==> src/rtl/core/rtb_pkg.sv <==
// Shared types and constants for the IPv4 route table.
// Holds entry layout, command codes and sequencer states; no dependencies.
`default_nettype none

package rtb_pkg;

  localparam int TABLE_ENTRIES = 16;
  localparam int DEVICE_COUNT  = 15;

  localparam int IDX_W = (TABLE_ENTRIES > 1) ? $clog2(TABLE_ENTRIES) : 1;
  localparam int CNT_W = $clog2(TABLE_ENTRIES + 1);

  localparam logic [31:0] BCAST_ADDR = 32'hFFFF_FFFF;
  localparam logic [31:0] MCAST_MASK = 32'hF000_0000;
  localparam logic [31:0] MCAST_NET  = 32'hE000_0000;

  typedef logic [IDX_W-1:0] idx_t;
  typedef logic [CNT_W-1:0] cnt_t;

  typedef struct packed {
    logic [31:0] address;
    logic [31:0] netmask;
    logic [31:0] gateway;
    logic [3:0]  device;
  } entry_t;

  typedef enum logic [1:0] {
    KIND_ADD    = 2'd0,
    KIND_DELETE = 2'd1,
    KIND_CLEAR  = 2'd2,
    KIND_LOOKUP = 2'd3
  } kind_e;

  typedef enum logic [1:0] {
    ST_IDLE,
    ST_SCAN,
    ST_FINISH
  } state_e;

endpackage

`default_nettype wire

==> src/rtl/core/ipv4_route_table.sv <==
// IPv4 first-match route table: command sequencer, entry compare and result register.
// Depends on rtb_pkg and the rtb_mem entry store.
`default_nettype none

// Channel   Direction  Handshake                 Payload
// --------  ---------  ------------------------  ------------------------------------------
// in        input      in_valid_i / in_stall_o   kind_i address_i netmask_i gateway_i device_i
// out       output     out_valid_o / out_stall_i accepted_o found_o out_device_o next_hop_o
//
// Clear and a refused add (bad device) skip the walk. Add, delete and
// lookup walk the stored entries through the single read port of the entry
// store, one entry per cycle; a lookup or add stops at the first hit.
// Reset clears the sequencer, the entry count and the output word valid.
// A stalled output word holds; the next input word is taken once the result is registered.

module ipv4_route_table (
  input  wire logic        clk_i,
  input  wire logic        rst_ni,
  input  wire logic        in_valid_i,
  output logic             in_stall_o,
  input  wire logic [1:0]  kind_i,
  input  wire logic [31:0] address_i,
  input  wire logic [31:0] netmask_i,
  input  wire logic [31:0] gateway_i,
  input  wire logic [3:0]  device_i,
  output logic             out_valid_o,
  input  wire logic        out_stall_i,
  output logic             accepted_o,
  output logic             found_o,
  output logic [3:0]       out_device_o,
  output logic [31:0]      next_hop_o
);
  import rtb_pkg::*;

  state_e state_q, state_d;

  // Item under work.
  kind_e       kind_q, kind_d;
  entry_t      item_q, item_d;

  // Table control.
  cnt_t        count_q, count_d;   // stored entries
  cnt_t        issue_q, issue_d;   // next entry to read
  cnt_t        wr_q, wr_d;         // compaction write pointer for delete
  logic        pend_q, pend_d;     // read data valid this cycle
  logic        removed_q, removed_d;

  // Working result.
  logic        res_acc_q, res_acc_d;
  logic        res_found_q, res_found_d;
  logic [3:0]  res_dev_q, res_dev_d;
  logic [31:0] res_hop_q, res_hop_d;

  // Output register.
  logic        out_valid_q, out_valid_d;
  logic        out_acc_q, out_acc_d;
  logic        out_found_q, out_found_d;
  logic [3:0]  out_dev_q, out_dev_d;
  logic [31:0] out_hop_q, out_hop_d;

  // Entry store port.
  logic        mem_we, mem_re;
  idx_t        mem_waddr, mem_raddr;
  entry_t      mem_wdata, mem_rdata;

  logic        in_fire;
  logic        bad_dev;
  logic        is_bcast;
  logic        hit;
  logic        same;
  logic        stop;
  logic        scan_end;
  logic        out_free;

  rtb_mem u_mem (
    .clk_i   (clk_i),
    .we_i    (mem_we),
    .waddr_i (mem_waddr),
    .wdata_i (mem_wdata),
    .re_i    (mem_re),
    .raddr_i (mem_raddr),
    .rdata_o (mem_rdata)
  );

  assign in_stall_o = (state_q != ST_IDLE);
  assign in_fire    = in_valid_i && !in_stall_o;
  assign bad_dev    = (device_i == 4'd0) || (int'(device_i) > DEVICE_COUNT);
  assign out_free   = !out_valid_q || !out_stall_i;

  // Broadcast and multicast lookups count every entry as a hit, so they take the first entry.
  assign is_bcast = (kind_q == KIND_LOOKUP) &&
                    ((item_q.address == BCAST_ADDR) ||
                     ((item_q.address & MCAST_MASK) == MCAST_NET));

  // Shared compare unit on the entry just read.
  assign hit  = is_bcast || ((item_q.address & mem_rdata.netmask) == mem_rdata.address);
  assign same = (mem_rdata.address == item_q.address) &&
                (mem_rdata.netmask == item_q.netmask) &&
                (mem_rdata.gateway == item_q.gateway) &&
                (mem_rdata.device  == item_q.device);

  assign stop     = pend_q && hit && ((kind_q == KIND_ADD) || (kind_q == KIND_LOOKUP));
  assign scan_end = !pend_q && (issue_q >= count_q);

  // Next state.
  always_comb begin
    state_d = state_q;
    case (state_q)
      ST_IDLE: begin
        if (in_fire) begin
          if ((kind_i == KIND_CLEAR) || ((kind_i == KIND_ADD) && bad_dev)) begin
            state_d = ST_FINISH;
          end else begin
            state_d = ST_SCAN;
          end
        end
      end
      ST_SCAN: begin
        if (stop || scan_end) begin
          state_d = ST_FINISH;
        end
      end
      ST_FINISH: begin
        if (out_free) begin
          state_d = ST_IDLE;
        end
      end
      default: state_d = ST_IDLE;
    endcase
  end

  // Datapath and table control.
  always_comb begin
    kind_d      = kind_q;
    item_d      = item_q;
    count_d     = count_q;
    issue_d     = issue_q;
    wr_d        = wr_q;
    pend_d      = 1'b0;
    removed_d   = removed_q;
    res_acc_d   = res_acc_q;
    res_found_d = res_found_q;
    res_dev_d   = res_dev_q;
    res_hop_d   = res_hop_q;
    mem_we      = 1'b0;
    mem_waddr   = wr_q[IDX_W-1:0];
    mem_wdata   = mem_rdata;
    mem_re      = 1'b0;
    mem_raddr   = issue_q[IDX_W-1:0];

    case (state_q)
      ST_IDLE: begin
        if (in_fire) begin
          kind_d         = kind_e'(kind_i);
          item_d.address = address_i;
          item_d.netmask = netmask_i;
          item_d.gateway = gateway_i;
          item_d.device  = device_i;
          issue_d        = '0;
          wr_d           = '0;
          removed_d      = 1'b0;
          res_acc_d      = 1'b0;
          res_found_d    = 1'b0;
          res_dev_d      = 4'd0;
          res_hop_d      = 32'd0;
          if (kind_i == KIND_CLEAR) begin
            count_d   = '0;
            res_acc_d = 1'b1;
          end
        end
      end
      ST_SCAN: begin
        // Evaluate the entry read last cycle.
        if (pend_q) begin
          case (kind_q)
            KIND_LOOKUP: begin
              if (hit) begin
                res_found_d = 1'b1;
                res_dev_d   = mem_rdata.device;
                res_hop_d   = is_bcast ? 32'd0 : mem_rdata.gateway;
              end
            end
            KIND_DELETE: begin
              if (same) begin
                removed_d = 1'b1;
              end else begin
                // Close the gap: move the kept entry down to the write pointer.
                mem_we = 1'b1;
                wr_d   = wr_q + cnt_t'(1);
              end
            end
            default: ;
          endcase
        end

        // Issue the next read unless the walk has stopped.
        if (!stop && (issue_q < count_q)) begin
          mem_re  = 1'b1;
          issue_d = issue_q + cnt_t'(1);
          pend_d  = 1'b1;
        end

        if (scan_end) begin
          case (kind_q)
            KIND_ADD: begin
              // No covering route: append if there is room.
              if (count_q != cnt_t'(TABLE_ENTRIES)) begin
                mem_we    = 1'b1;
                mem_waddr = count_q[IDX_W-1:0];
                mem_wdata = item_q;
                count_d   = count_q + cnt_t'(1);
                res_acc_d = 1'b1;
              end
            end
            KIND_DELETE: begin
              count_d   = wr_q;
              res_acc_d = removed_q;
            end
            default: ;
          endcase
        end
      end
      default: ;
    endcase
  end

  // Output register.
  always_comb begin
    out_valid_d = out_valid_q;
    out_acc_d   = out_acc_q;
    out_found_d = out_found_q;
    out_dev_d   = out_dev_q;
    out_hop_d   = out_hop_q;
    if (out_valid_q && !out_stall_i) begin
      out_valid_d = 1'b0;
    end
    if ((state_q == ST_FINISH) && out_free) begin
      out_valid_d = 1'b1;
      out_acc_d   = res_acc_q;
      out_found_d = res_found_q;
      out_dev_d   = res_dev_q;
      out_hop_d   = res_hop_q;
    end
  end

  always_ff @(posedge clk_i or negedge rst_ni) begin
    if (!rst_ni) begin
      state_q     <= ST_IDLE;
      count_q     <= '0;
      issue_q     <= '0;
      wr_q        <= '0;
      pend_q      <= 1'b0;
      removed_q   <= 1'b0;
      out_valid_q <= 1'b0;
    end else begin
      state_q     <= state_d;
      count_q     <= count_d;
      issue_q     <= issue_d;
      wr_q        <= wr_d;
      pend_q      <= pend_d;
      removed_q   <= removed_d;
      out_valid_q <= out_valid_d;
    end
  end

  always_ff @(posedge clk_i) begin
    kind_q      <= kind_d;
    item_q      <= item_d;
    res_acc_q   <= res_acc_d;
    res_found_q <= res_found_d;
    res_dev_q   <= res_dev_d;
    res_hop_q   <= res_hop_d;
    out_acc_q   <= out_acc_d;
    out_found_q <= out_found_d;
    out_dev_q   <= out_dev_d;
    out_hop_q   <= out_hop_d;
  end

  assign out_valid_o  = out_valid_q;
  assign accepted_o   = out_acc_q;
  assign found_o      = out_found_q;
  assign out_device_o = out_dev_q;
  assign next_hop_o   = out_hop_q;

endmodule

`default_nettype wire

==> src/rtl/core/rtb_mem.sv <==
// Route entry storage: one write port, one read port with registered data.
// Depends on rtb_pkg for the entry layout and index type.
`default_nettype none

module rtb_mem (
  input  wire logic            clk_i,
  input  wire logic            we_i,
  input  wire rtb_pkg::idx_t   waddr_i,
  input  wire rtb_pkg::entry_t wdata_i,
  input  wire logic            re_i,
  input  wire rtb_pkg::idx_t   raddr_i,
  output rtb_pkg::entry_t      rdata_o
);
  import rtb_pkg::*;

  entry_t mem_q [TABLE_ENTRIES];
  entry_t rdata_q;

  always_ff @(posedge clk_i) begin
    if (we_i) begin
      mem_q[waddr_i] <= wdata_i;
    end
  end

  always_ff @(posedge clk_i) begin
    if (re_i) begin
      rdata_q <= mem_q[raddr_i];
    end
  end

  assign rdata_o = rdata_q;

endmodule

`default_nettype wire
==> config.mk <==
export PLATFORM = sky130hd
export DESIGN_NAME = ipv4_route_table
export DESIGN_NICKNAME = d
export VERILOG_FILES = /design/src/rtl/core/rtb_pkg.sv /design/src/rtl/core/ipv4_route_table.sv /design/src/rtl/core/rtb_mem.sv
export SDC_FILE = /design/constraint.sdc
export NUM_CORES = 2
export LEC_CHECK = 0
export BUFFER_PORTS_ARGS = -buffer_cell sky130_fd_sc_hd__buf_2
export CAP_MARGIN = 20
export CORE_ASPECT_RATIO = 1.2
export CORE_MARGIN = 10
export CORE_UTILIZATION = 40
export DETAILED_ROUTE_END_ITERATION = 10
export PLACE_DENSITY = 0.61
export SYNTH_ARGS = -nofsm -noshare
export SYNTH_HDL_FRONTEND = slang
export SYNTH_SLANG_ARGS = --single-unit
==> constraint.sdc <==
create_clock -name clk_i -period 12.95 [get_ports clk_i]
set_input_delay 1.9425 -clock clk_i [delete_from_list [all_inputs] [get_ports clk_i]]
set_output_delay 1.9425 -clock clk_i [all_outputs]
set_load 0.005 [all_outputs]
After elaboration in Yosys (flattened, before gate mapping)
Memories as Yosys holds them, arrays and structs flattened. A register that Yosys moved wholly into a read port is not among the register bits.
Index checks and enable logic that the tools add are counted.
{"block": "totals", "mem_bits_rw": 1600, "reg_bits": 198, "inputBits": 106, "output_inout_bits": 40, "memories": 1}
{"memory": "u_mem.mem_q", "depth": 16, "word_bits": 100, "rd": 1, "rd_ports_with_merged_regs": 1, "write_ports": 1, "line": "rtb_mem.sv:16", "text": "entry_t mem_q [TABLE_ENTRIES];"}
{"block": "op_classes", "n_lt_le_gt_ge": 2, "add_sub_neg": 3, "bitwise_logic": 1, "n_eq_ne": 27, "reduce_logical": 38, "muxes": 65}
{"op": "two-way mux 100 bit", "n": 4}
{"op": "two-way mux 32 bit", "n": 5}
{"op": "equality test 32 bit", "n": 4}
{"op": "case mux 32 bit (2 select lines)", "n": 1}
{"op": "two-way mux 5 bit", "n": 9}
{"op": "case mux 5 bit (2 select lines)", "n": 4}
{"op": "AND 32 bit", "n": 1}
{"op": "equality test 32 bit, second input constant", "n": 1}
{"op": "two-way mux 4 bit", "n": 8}
{"op": "two-way mux 1 bit", "n": 24}
{"op": "inequality test 2 bit, second input constant", "n": 11}
{"op": "AND reduction 5 bit", "n": 4}
{"op": "adder 5 x 1 -> 5 bit, second input constant", "n": 3}
{"op": "logical AND 1 bit", "n": 12}
{"op": "two-way mux 2 bit", "n": 4}
{"op": "case mux 1 bit (2 select lines)", "n": 4}
{"op": "case mux 4 bit (2 select lines)", "n": 1}
{"op": "equality test 2 bit, second input constant", "n": 3}
{"op": "zero test 2 bit", "n": 3}
{"op": "logical OR 1 bit", "n": 6}
{"op": "case mux 2 bit (3 select lines)", "n": 1}
{"op": "AND reduction 3 bit", "n": 2}
{"op": "AND reduction 6 bit", "n": 1}
{"op": "nonzero test 2 bit", "n": 3}
{"op": "other kinds (12)", "n": 17}

Logic depth before layout (Yosys ltp)
{"block": "depth", "depth_word": 13, "mapped_depth": 13}

Modules after synthesis
From an unflattened synthesis, not the netlist that was laid out.
{"block": "hier_totals", "cells_unflattened": 3368, "hier_area_um2": 73080.1}
{"mod": "rtb_mem", "instances": 1, "cells_per_inst": 2560, "area_per_inst_um2": 62779.0, "seq_area_each_um2": 51049.0}
{"mod": "ipv4_route_table", "instances": 1, "cells_per_inst": 808, "area_per_inst_um2": 10301.1, "seq_area_each_um2": 5845.6}

Least setup slack after synthesis
No wires, ideal clock.
{"block": "synth_path", "path_type": "register to register", "from": "register issue_q[0]", "to": "memory u_mem.mem_q[10][0] (netlist bit), enable pin", "path_stages_with_launch": 14, "setup_time_ps": 586, "required_time_ps": 12364, "n_path_buf": 4, "arrival_time_ps": 7449, "period_less_slack_ps": 8035, "path_slack_ps": 4915, "cell_sequence": "dfrtp_1 > clkbuf_1 > clkbuf_1 > buf_1 > inv_1 > ha_1 > nand2b_1 > a21oi_1 > o21ai_0 > nand3_1 > clkbuf_1 > nor2_1 > a32o_1 > a21boi_1"}
{"block": "synth_via", "elab_chain_len": 6, "word_cells_on_any_way": 8, "classes_between": "order compare (1); mux (6); reduce/logical (1)"}
{"element": "from (decl)", "line": "ipv4_route_table.sv:43", "text": "cnt_t issue_q, issue_d;"}
{"element": "from (signal assigned)", "line": "ipv4_route_table.sv:258", "text": "issue_q <= issue_d;"}
{"element": ">= comparator 5 bit (*)", "line": "ipv4_route_table.sv:103", "text": "assign scan_end = !pend_q && (issue_q >= count_q);"}
{"element": "logical AND 1 bit (*)", "line": "ipv4_route_table.sv:103"}
{"element": "two-way mux 1 bit", "line": "ipv4_route_table.sv:203", "text": "if (scan_end) begin"}
{"element": "two-way mux 1 bit", "line": "ipv4_route_table.sv:151", "text": "case (state_q)"}
{"element": "two-way mux 1 bit", "line": "rtb_mem.sv:20", "text": "if (we_i) begin"}
{"element": "two-way mux 1 bit (implied by the code)", "line": "rtb_mem.sv:21", "text": "mem_q[waddr_i] <= wdata_i;"}
{"element": "to (decl)", "line": "rtb_mem.sv:16"}
Mark *: on every way between the ends. The rest lies on a longest branch, timed or not.

Worst setup path after layout
{"block": "layout_path", "from": "register issue_q[0]", "to": "memory u_mem.mem_q[2][1] (netlist bit), enable pin"}
Same word-level chain as after synthesis.

==> impl_summary.md <==
Status
The run finished with clean final reports.

Pwr
Total power for the finished layout comes to approximately 18000 uW. VDD sags by at most 144 uV. Power spread over the standard cell area amounts to ~210 nW/um^2. The standby leakage power is roughly 0.026 uW.

Place
The count of port buffers added during placement is ~150. Summed over all nets, the half-perimeter wirelength after detailed placement is ~100000 um. The congestion estimate from routability-driven global placement came to 0.828. Counting tap cells, the placed design contains a total of 5584 instances.

Global route
The first global-routing pass estimated 256000 um of wire. The initial antenna violation count is 17. The via count of the first global-routing pass came to between 30000 and 40000. For this run, the total global-route usage over all layers was measured as 0.176. The pin count of the biggest net entering global routing is 102.

Summed over all layers, the global routing overflow is 0.

Hold path
The startpoint of the worst hold path is res_hop_q[22]. The worst hold path passes through 0 cells. The worst hold path terminates at next_hop_o[22]. The type of the most critical hold path is register to register.

Clocking
The quantity of gates resized following cts is 0. The clock net in this run drives a total of about 1900 sinks. The clock network latency to the later pin of the worst-skew pair is 840 ps.

In this run, post-CTS hold repair placed 0 buffers. Counting the buffers created by CTS gives 182. The cell sitting at the root of the clock tree is a clkbuf_16. The clock-pin slew reported for the worst setup and hold paths after clock tree synthesis is ~60 ps.

The clock passes through at most 3 buffers. The number of setup buffers added after CTS is 0. In this run the number of H-tree levels came out at 4. The TritonCTS clock tree is yes.

Routing
The pre-antenna-repair detailed-routing pass consisted of 5 iterations. After detailed routing, the average wire length per cell comes to between 20 and 30 um. For this run, design rule violations remaining after detail routing come to 0. The via density per instance is 5.65. The via count is roughly 33000. The wire length reported by the detailed router is 177000 um. The first routing iteration left 3846 violations. The number of antenna-violating nets in the routed design is 0.

Finish
The number of filler cells placed in the layout is around 15000. The net count of the finished layout is 3466. Leaving out filler cells and counting taps, the final layout contains ~6000. The relative area change from synthesis to final layout is 13.9%. The multi-input combinational cell area is approximately 15000 sq um.

In the final layout, the share of cells above drive strength 1 is 0.320. Across the whole layout, storage elements account for roughly 57000 sq um.

STA
Setup repair after global routing left no endpoint under its margin. Measured against its own limit, the worst slew margin works out to 0.257. For the finished layout, the period the worst path requires is just under 7000 ps. The number of setup violations in the final report is 0. The transition time at the pin with the least slew margin is between 1000 and 1500 ps. The number of hold violations in the final report is 0. Derived from the worst setup path, the maximum achievable clock frequency is 0.148 GHz. The period utilization is 0.523.

For the final routed database, the setup TNS stands at 0 ps. Clock skew on the completed layout was measured at 60.0 ps. The count of final max-slew check failures is 0.

Yosys
For this run, the register share of the synthesized area comes to 0.782. The cell count after synthesis is approximately 3100. The net count after synthesis is between 3000 and 4000. The count of state elements after synthesis is 1898. For this run, asynchronously set or reset flops after synthesis account for 0.0105. The Yosys step of the flow raised 0 warnings.

Synthesis instantiated 52 different standard cells from the library. The number of flops mapped to enable cells by yosys is roughly 1900. The average instance area after synthesis is about 24 sq um.

The mapped netlist covers between 70000 and 80000 sq um. The most instantiated flip-flop cell in the synthesis netlist is edfxtp_1.

Setup path
The critical path in this run is classified as register to register. The worst setup path is launched from a register. Among all stages on the critical path, the largest delay is contributed by nor2_4. The critical path data required time is roughly 13000 ps. Of all nets on the critical path, the largest fanout is 53. The signal on the critical path passes through inv_1 -> ha_1 -> nand2b_1 -> a21oi_1 -> o21ai_0 -> nand3_4 -> buf_4 -> a21oi_1 -> a32oi_1 -> nor2_4 -> buf_4 -> buf_4. The depth of the worst register-to-register path is 12. The arrival time reported for the critical path endpoint is 7200 ps. The worst register-to-register path ends at u_mem.mem_q[2][1]. In this run the critical register-to-register path is launched from issue_q[0].

On the worst path, the slowest cell contributes a delay of 870 ps. Broken down by cell family, the worst path's largest delay share belongs to buffers and inverters. STA classifies the critical path endpoint as a register. In this design, the critical path's most frequently occurring cell is buf_4. The combined buffer and inverter count along the critical path is 4. For flop-to-flop paths, the worst setup slack is ~6200 ps.

Floorplanning
The area inside the core boundary is ~180000 sq um. The die is 487 um tall. The die covers between 150000 and 200000 sq um. The count of standard-cell rows is 171. Measured along the x axis, the die boundary spans 409 um. For this configuration, the core starts out at a cell density of 0.402. The count of boundary I/O pins is between 100 and 150.

Job
The number of max-cap violations is 0.
worst reg2reg max path: stages (launching register included):
cell,delay (ps)
dfrtp_4,860
inv_1,120
ha_1,290
nand2b_1,90
a21oi_1,80
o21ai_0,530
nand3_4,640
buf_4,610
a21oi_1,320
a32oi_1,360
nor2_4,870
buf_4,750
buf_4,740
layer usage:
layer | GRT usage | up-vias | part of all wire
li1 | - | 13600 | -
met1 | 0.249 | 18200 | 0.42
met2 | 0.277 | 1397 | 0.48
met3 | 0.0448 | 225 | 0.086
met4 | 0.0370 | 12 | 0.017
met5 | 0 | - | 0.00045
synthesized netlist by cell type, drive strengths merged (3+ instances only):
library cell / count / area (sq um)
a2111oi: 3 / 26.3
a21oi: 13 / 65.1
a22oi: 9 / 67.6
a31oi: 3 / 18.8
a32oi: 3 / 33.8
and2: 41 / 257
and3: 3 / 18.8
buf: 40 / 161
clkbuf: 91 / 342
dfrtp: 20 / 500
edfxtp: 1878 / 56400
ha: 12 / 150
inv: 32 / 120
mux2: 101 / 1140
mux2i: 5 / 50.1
mux4: 500 / 11300
nand2: 37 / 139
nand2b: 19 / 119
nand3: 13 / 65.1
nand4: 23 / 144
nor2: 30 / 115
nor2b: 23 / 144
nor3: 11 / 55.1
nor4: 27 / 169
o2111a: 3 / 33.8
o21ai: 16 / 80.1
o22ai: 5 / 31.3
o31ai: 4 / 43.8
or3: 3 / 18.8
xnor2: 24 / 210
xor2: 74 / 648
worst max path at each step:
stage                          start                 end  slack [ps]  cells after the start
after floorplan           issue_q[0]  u_mem.mem_q[10][0]        4920                     13
after global placement    issue_q[0]   u_mem.mem_q[2][3]        5980                     13
after detailed placement  issue_q[0]   u_mem.mem_q[2][3]        6140                     12
after CTS                 issue_q[0]   u_mem.mem_q[2][1]        6090                     12
after global routing      issue_q[0]   u_mem.mem_q[2][1]        5820                     12
final                     issue_q[0]   u_mem.mem_q[2][1]        6180                     12
cell type report:
type | instances | share of cell area
antenna | 1 | 0.0000302
inverter | 34 | 0.00175
timing repair buffer | 207 | 0.0156
clock buffer | 206 | 0.0563
clock inverter | 126 | 0.0173
tap | 2422 | 0.0365
sequential | 1898 | 0.686
multi-input combinational | 1025 | 0.186
registers in the layout (all words and copies together) (netlist names):
signal and cells:
u_mem.mem_q 1600, wr_q 5, count_q 5, removed_q 1, u_mem.rdata_o 100, accepted_o 1, next_hop_o 32, res_acc_q 1
res_dev_q 4, out_device_o 4, state_q 2, found_o 1, res_found_q 1, out_valid_o 1, kind_q 2, res_hop_q 32
pend_q 1, item_q 100, issue_q 5
kinds of logic after synthesis:
| family | Yosys count | share of synthesized area |
|---|---|---|
| AO/OA/AOI/OAI | 75 | 0.00736 |
| XOR/XNOR | 98 | 0.0118 |
| adder cells (fa/ha/maj) | 12 | 0.00206 |
| buffers and inverters | 165 | 0.00866 |
| flip-flops | 1898 | 0.782 |
| multiplexers | 606 | 0.171 |
| AND/OR/NAND/NOR | 234 | 0.0176 |
through the flow:
stage	worst slack (ps)	util	hold WS (ps)	cell area [sq um]
final	6180	0.458	411	82900
after global routing	5820	0.458	416	82900
after CTS	6090	0.458	408	82900
after detailed placement	6140	0.424	405	76800
after global placement	5980	0.424	401	76700
after floorplan	4920	-	400	72800
cell usage in the layout, fill, tap and decap left out, types with 22 or more instances in the layout:
cell	instances
edfxtp_1	1878
mux4_2	500
clkbuf_16	183
buf_2	146
mux2_2	101
xor2_1	74
buf_4	53
clkinv_2	43
and2_1	40
nand2_1	37
clkinv_1	32
inv_1	30
nor4_1	27
xnor2_1	24
nand4_1	23
bufinv_16	23
clkbuf_1	23
nor2b_1	22
power by group:
part	switching [uW]	internal, uW	leakage [uW]
Sequential	457	8000	0.0172
Clock	2350	3080	0.00298
Combinational	2260	1560	0.00545
Total	5080	12600	0.0257
Note: power is estimated with default switching activity, not from simulation.
